<file path="config.mk">
export PLATFORM = sky130hd
export DESIGN_NAME = masked_aes_sbox
export DESIGN_NICKNAME = d
export VERILOG_FILES = /design/src/hw/rtl/mas_pkg.sv /design/src/hw/rtl/masked_aes_sbox.sv
export SDC_FILE = /design/constraint.sdc
export NUM_CORES = 2
export LEC_CHECK = 0
export ABC_CLOCK_PERIOD_IN_PS = 13400
export BUFFER_PORTS_ARGS = -buffer_cell sky130_fd_sc_hd__buf_4
export CAP_MARGIN = 20
export CORE_UTILIZATION = 30
export CTS_CLUSTER_SIZE = 16
export DETAILED_ROUTE_END_ITERATION = 12
export SLEW_MARGIN = 40
export SYNTH_ARGS = -nofsm -noshare
export SYNTH_HDL_FRONTEND = slang
export SYNTH_SLANG_ARGS = --single-unit
</file>
<file path="constraint.sdc">
create_clock -name clk_i -period 13.4 [get_ports clk_i]
set_clock_uncertainty 0.05 [all_clocks]
set_input_delay 2.68 -clock clk_i [delete_from_list [all_inputs] [get_ports clk_i]]
set_output_delay 2.68 -clock clk_i [all_outputs]
set_load 0.005 [all_outputs]
</file>
<file path="src/hw/rtl/mas_pkg.sv">
// package with types and gf(2^8) functions of the masked sbox
package mas_pkg;

  localparam logic [7:0] AffConst = 8'h63;

  typedef struct packed {
    logic [63:0] rand_high;
    logic [63:0] rand_low;
    logic [7:0]  share_in2;
    logic [7:0]  share_in1;
    logic [7:0]  share_in0;
  } sbox_in_t;

  typedef struct packed {
    logic [7:0] share_out2;
    logic [7:0] share_out1;
    logic [7:0] share_out0;
  } sbox_out_t;

  // aes field multiply, eight shift-and-add steps on bytes
  function automatic logic [7:0] gf_mul(input logic [7:0] p, input logic [7:0] q);
    logic [7:0] acc;
    logic [7:0] a;
    acc = 8'h00;
    a = p;
    for (int k = 0; k < 8; k++) begin
      if (q[k]) acc = acc ^ a;
      a = {a[6:0], 1'b0} ^ (a[7] ? 8'h1b : 8'h00);
    end
    return acc;
  endfunction

  // squaring is linear; computed here as a field multiply of v by itself
  function automatic logic [7:0] gf_sq(input logic [7:0] v);
    return gf_mul(v, v);
  endfunction

  function automatic logic [7:0] gf_p4(input logic [7:0] v);
    return gf_sq(gf_sq(v));
  endfunction

  function automatic logic [7:0] gf_p16(input logic [7:0] v);
    return gf_p4(gf_p4(v));
  endfunction

  function automatic logic [7:0] aff_map(input logic [7:0] v);
    return v ^ {v[6:0], v[7]} ^ {v[5:0], v[7:6]} ^ {v[4:0], v[7:5]}
      ^ {v[3:0], v[7:4]} ^ AffConst;
  endfunction

endpackage

</file>
<file path="src/hw/rtl/masked_aes_sbox.sv">
// top level of the pipelined masked aes sbox
// Masked AES S-box, pipelined: one transaction is accepted in every cycle
// (busy_o is tied low) and its result appears on result_o with done_o high
// once it has passed the register stages described next. The first
// register stage latches the input, the next four each hold one masked
// field multiplication with its linear parts (squarings, refreshes), and
// the last holds the share-wise affine map. The receiver cannot stall:
// each result is shown for exactly one cycle and must be taken then.
// Shares are never recombined. With MASK_ORDER = 1 share_in2 is ignored
// and share_out2 is zero.
module masked_aes_sbox #(
  parameter int unsigned MASK_ORDER = 2
) (
  input  logic              clk_i,
  input  logic              rst_ni,
  input  logic              start_i,
  output logic              busy_o,
  input  mas_pkg::sbox_in_t operand_i,
  output logic              done_o,
  output mas_pkg::sbox_out_t result_o
);

  localparam int unsigned Nsh = MASK_ORDER + 1;
  localparam int unsigned NumStages = 6;

  typedef logic [Nsh-1:0][7:0] shares_t;
  typedef logic [15:0][7:0] rand_t;

  // random byte offsets in consumption order
  localparam int unsigned PairCnt = Nsh * (Nsh - 1) / 2;
  localparam int unsigned RzOff = 0;
  localparam int unsigned M1Off = RzOff + MASK_ORDER;
  localparam int unsigned RwOff = M1Off + PairCnt;
  localparam int unsigned M2Off = RwOff + MASK_ORDER;
  localparam int unsigned M3Off = M2Off + PairCnt;
  localparam int unsigned M4Off = M3Off + PairCnt;

  // isw multiplication, pair randomness taken from rnd at offset off
  function automatic shares_t isw(input shares_t a, input shares_t b,
                                  input rand_t rnd, input int unsigned off);
    logic [Nsh-1:0][Nsh-1:0][7:0] r;
    shares_t c;
    int unsigned idx;
    r = '0;
    idx = off;
    for (int i = 0; i < Nsh; i++) begin
      for (int j = i + 1; j < Nsh; j++) begin
        r[i][j] = rnd[idx[3:0]];
        r[j][i] = rnd[idx[3:0]] ^ mas_pkg::gf_mul(a[i], b[j])
          ^ mas_pkg::gf_mul(a[j], b[i]);
        idx++;
      end
    end
    for (int i = 0; i < Nsh; i++) begin
      c[i] = mas_pkg::gf_mul(a[i], b[i]);
      for (int j = 0; j < Nsh; j++) begin
        if (j != i) c[i] = c[i] ^ r[i][j];
      end
    end
    return c;
  endfunction

  function automatic shares_t refresh(input shares_t x, input rand_t rnd,
                                      input int unsigned off);
    shares_t y;
    int unsigned idx;
    y = x;
    idx = off;
    for (int i = 1; i < Nsh; i++) begin
      y[0] = y[0] ^ rnd[idx[3:0]];
      y[i] = y[i] ^ rnd[idx[3:0]];
      idx++;
    end
    return y;
  endfunction

  // valid bits travel with the data
  logic [NumStages-1:0] vld_d, vld_q;

  // stage registers
  shares_t x_q, z_q, u_q, wr_q, v_q, m_q, y_q;
  shares_t z1_q, z2_q;
  rand_t rnd0_q, rnd1_q, rnd2_q;
  shares_t x_in, z_s1, u_d, w_s2, wr_d, v_d, m_d, y_d, aff_d;

  assign busy_o = 1'b0;

  always_comb begin
    for (int i = 0; i < Nsh; i++) begin
      x_in[i] = operand_i[8*i +: 8];
    end
    vld_d = {vld_q[NumStages-2:0], start_i};
  end

  always_ff @(posedge clk_i or negedge rst_ni) begin
    if (!rst_ni) begin
      vld_q <= '0;
    end else begin
      vld_q <= vld_d;
    end
  end

  // stage 1: latch input
  always_ff @(posedge clk_i) begin
    x_q    <= x_in;
    rnd0_q <= {operand_i.rand_high, operand_i.rand_low};
  end

  // stage 2: z = x^2, refresh, u = zr * x
  always_comb begin
    for (int i = 0; i < Nsh; i++) z_s1[i] = mas_pkg::gf_sq(x_q[i]);
    u_d = isw(refresh(z_s1, rnd0_q, RzOff), x_q, rnd0_q, M1Off);
  end

  always_ff @(posedge clk_i) begin
    u_q    <= u_d;
    z_q    <= z_s1;
    rnd1_q <= rnd0_q;
  end

  // stage 3: w = u^4, refresh to wr, v = u * wr
  always_comb begin
    for (int i = 0; i < Nsh; i++) w_s2[i] = mas_pkg::gf_p4(u_q[i]);
    wr_d = refresh(w_s2, rnd1_q, RwOff);
    v_d  = isw(u_q, wr_d, rnd1_q, M2Off);
  end

  // v is computed in the same stage as wr (refresh is only xors)
  always_ff @(posedge clk_i) begin
    v_q    <= v_d;
    wr_q   <= wr_d;
    z1_q   <= z_q;
    rnd2_q <= rnd1_q;
  end

  // stage 4: m = v^16 * wr
  always_comb begin
    shares_t v16;
    for (int i = 0; i < Nsh; i++) v16[i] = mas_pkg::gf_p16(v_q[i]);
    m_d = isw(v16, wr_q, rnd2_q, M3Off);
  end

  rand_t rnd3_q;

  always_ff @(posedge clk_i) begin
    m_q    <= m_d;
    z2_q   <= z1_q;
    rnd3_q <= rnd2_q;
  end

  // stage 5: y = m * z
  always_comb begin
    y_d = isw(m_q, z2_q, rnd3_q, M4Off);
  end

  always_ff @(posedge clk_i) begin
    y_q <= y_d;
  end

  // stage 6: affine map share by share
  always_comb begin
    for (int i = 0; i < Nsh; i++) aff_d[i] = mas_pkg::aff_map(y_q[i]);
    if ((MASK_ORDER % 2) == 1) aff_d[0] = aff_d[0] ^ mas_pkg::AffConst;
  end

  logic [2:0][7:0] out_d, out_q;

  // unused output shares stay zero
  always_comb begin
    out_d = '0;
    for (int i = 0; i < Nsh; i++) out_d[i] = aff_d[i];
  end

  always_ff @(posedge clk_i) begin
    out_q <= out_d;
  end

  assign done_o = vld_q[NumStages-1];
  assign result_o = mas_pkg::sbox_out_t'(out_q);

endmodule

</file>
==> run summary <==
Clock latency on the worst-skew pair, taken at its later pin, is 0.69 ns. The initial utilization of the core area, before any placement, comes to 30.34%. The measured slew at the worst slew-check pin is 0.8996 ns.

The critical path in this run is classified as flip-flop to flip-flop. Synthesis produced 6900 cells. The longest individual stage delay on the worst path is 0.83 ns. The clock net in this run drives a total of 534 sinks. The first TritonRoute pass finished after 6 iterations. The post-route minimum period was 10.17 ns; the buffer count from post-CTS setup fixing was 0. The final count of hold timing violations is 0, and the weighted congestion reported at the end of routability-driven placement is 0.9737.

Counting the buffers created by CTS gives 56. The family with the most delay on the worst path is XOR/XNOR gates. The share of post-route cells with drive strength above 1 was 10.41%.

The synthesized design contains 0 enable-type register cells. In this run the core area contains 154 standard-cell rows. The total wire length after detailed routing was 178.1 mm. Once placement finished, the instance area stood at 58030 um2. The register name with the most flops was rnd0_q. The run gives 0 as the post-cts gate resize count.

STA puts the critical path data required time at 13.90 ns. The register with the most flip-flops in the layout has 128 of them. Together, buffers and inverters on the worst path number 4.

The commonest cells after synthesis are sky130_fd_sc_hd__xnor2_1 (1822), sky130_fd_sc_hd__nand2_1 (1018), sky130_fd_sc_hd__nor2_1 (553). Of the total synthesized cell area, the portion taken by XOR and XNOR cells is 42.91%. After the last flow step, the layout net total stands at 7073. The worst setup path is launched from a flip-flop. For the final routed database, the setup TNS stands at 0 ns. Setup violations remaining at the end of the flow were counted as 0. The tools report the initial antenna violation count as 4.

For this design, the CTS-stage hold fixing added 0 buffers. For this run, the leading register cell type out of synthesis is sky130_fd_sc_hd__dfxtp_1. The run gives 53 as the maximum number of pins on one net before global-route repair. The run finished with clean final reports.

For the area of the die, the log shows 180800 um2. The fraction of synthesized cell area taken by the top area cell type is 29.70%. Dividing the detail-routed wire length by the instance count gives 19.19 um. In this run the horizontal extent of the chip is 425.2 um. The run gives 39.59% as the worst slew slack as a fraction of its limit. After detailed routing, the number of vias per cell comes to 5.085. Counting distinct cell types in the post-synthesis netlist gives 125.

Once detail routing completed, the nets flagged for antenna violations numbered 0. The maximum clock insertion buffer count was 3. The number of global-route vias before repair is 44580, and the first-pass GRT wire length is 269.4 mm. Across every metal layer, demand over resource in global routing totals 18.98%. The leading cell type by number of instances after synthesis is sky130_fd_sc_hd__xnor2_1. The total overflow left after global routing is 0. The largest registers in the layout are rnd0_q x128, rnd1_q x88, rnd2_q x48. The multiplexer share of the synthesized area is 2.371%. For the max-cap check violation count, the log shows 0. Setup repair after global routing left no endpoint under its margin. The logs give 19.95% for the proportion of synthesized chip area in sequential cells and 0 for the Yosys warning count. The detailed router finished its first iteration with 4577 violations. In this run the worst hold path is classified as flip-flop to flip-flop. Synthesis produced a netlist with a net count of 7076.

The total via count in the routed design was 47210; the synthesized-area fraction occupied by ao, oa, aoi and oai cells was 13.72%. The run gives 53730 um2 as the cell area after synthesis. By area the synthesized netlist is led by sky130_fd_sc_hd__xnor2_1 (30%), sky130_fd_sc_hd__dfxtp_1 (20%), sky130_fd_sc_hd__xor2_1 (8.3%).

After synthesis, the mean cell area works out to 7.786 um2. Pin placement for this block handled 181 I/O pins. The total half-perimeter wirelength after legalization and detailed placement was 132.2 mm. Static timing analysis puts the maximum clock frequency at 98.30 MHz. Data arrives at the worst endpoint at 10.67 ns. The area added between synthesis and finish came out at 12.05%. The cell with the largest stage delay on the worst path is sky130_fd_sc_hd__dfxtp_1. The finished cells cover 60200 um2. The clock-pin slew of the registers on the worst-case setup and hold paths was 0.08 ns; the post-synthesis share of cell area spent on and, or, nand and nor gates was 16.33%. The tools report the total count of max-transition violations in the final report as 0. The cell sitting at the root of the clock tree is a sky130_fd_sc_hd__clkbuf_16. Largest family of logic cells by synthesized area: XOR/XNOR gates. Most frequent cell on the critical path: sky130_fd_sc_hd__xnor2_1. The worst setup path is captured at a flip-flop.

Along the worst path, the maximum fanout reaches 20. The area of the core is 177100 um2, and the async set-or-reset flop fraction in the synthesized netlist is 1.124%. The final worst-path cycle share is 75.92%.

The die outline height came out at 425.2 um. The tools report the fill cell total of the finished layout as 18350. TritonCTS built the clock tree. The number of port buffers came out at 179. The library cell with the largest summed area after synthesis is sky130_fd_sc_hd__xnor2_1. The synthesized netlist devotes 0.5450% of its cell area to adder and majority cells. The run gives 2 as the total number of H-tree levels. The number of flip-flops and latches in the synthesized netlist is 534, and the count of unresolved DRC violations after routing is 0.
## cell type report
cell class,instances,area (um2),share of cell area [%]
Antenna cell,1,2.502,0.004157
Clock buffer,69,1520,2.525
Clock inverter,35,462.9,0.7690
Inverter,121,454.2,0.7545
Multi-Input combinational cell,5808,41270,68.56
Sequential cell,534,10740,17.84
Tap cell,2340,2928,4.863
Timing Repair Buffer,376,2823,4.689
## logic make-up after synthesis
family / count (synthesis)
flip-flops: 534
multiplexers: 123
XOR/XNOR: 2460
other: 1
AND/OR/NAND/NOR: 2040
buffers and inverters: 558
AO/OA/AOI/OAI: 1160
adder cells (fa/ha/maj): 24
## metrics by stage
step	setup WS, ns	hold slack [ns]	util, %	std cells
3_5_place_dp	3.015	0.2621	32.77	9179
4_1_cts	2.955	0.2578	33.89	9283
6_report	3.227	0.2578	34.00	9284
2_1_floorplan	5.345	0.2596	-	6900
5_1_grt	2.494	0.2702	34.00	9283
3_3_place_gp	3.006	0.2609	32.64	9179
## placed cells by master, fill, tap and decap left out, drive strengths merged, types with 42 or more instances in the layout
master,instances
nand2b,83
mux2i,89
nand2,1020
o211ai,43
nor2b,51
nor2,555
a211oi,42
inv,111
nand3,91
a22oi,142
clkbuf,69
o21ai,381
o22ai,71
buf,376
dfxtp,528
xnor3,63
nor3,97
xnor2,1860
xor2,529
a21oi,259
## path summary, 6_finish.rpt
| kind | depth (start not counted) | startpoint | slack [ns] | to |
|---|---|---|---|---|
| max in group asynchronous | 1 | rst_ni | 11.45 | vld_q[1] |
| hold reg to reg | 0 | rnd0_q[80] | 0.26 | rnd1_q[80] |
| setup reg to reg | 33 | v_q[7] | 3.23 | m_q[21] |
| hold / removal | 0 | rnd0_q[80] | 0.26 | rnd1_q[80] |
| min in group asynchronous | 1 | rst_ni | 1.73 | vld_q[2] |
| setup / recovery | 33 | v_q[7] | 3.23 | m_q[21] |
## per-layer routing
metal,vias to the layer above,part of all wire (%),global-route usage (%)
li1,22610,-,-
met1,22260,42,24.76
met2,1951,46,31.29
met3,380,7.6,2.490
met4,4,4.3,7.920
met5,-,0.013,0
Power is not shown: default switching activity piles up to over one toggle a cycle in this logic, so the estimate is an artifact.
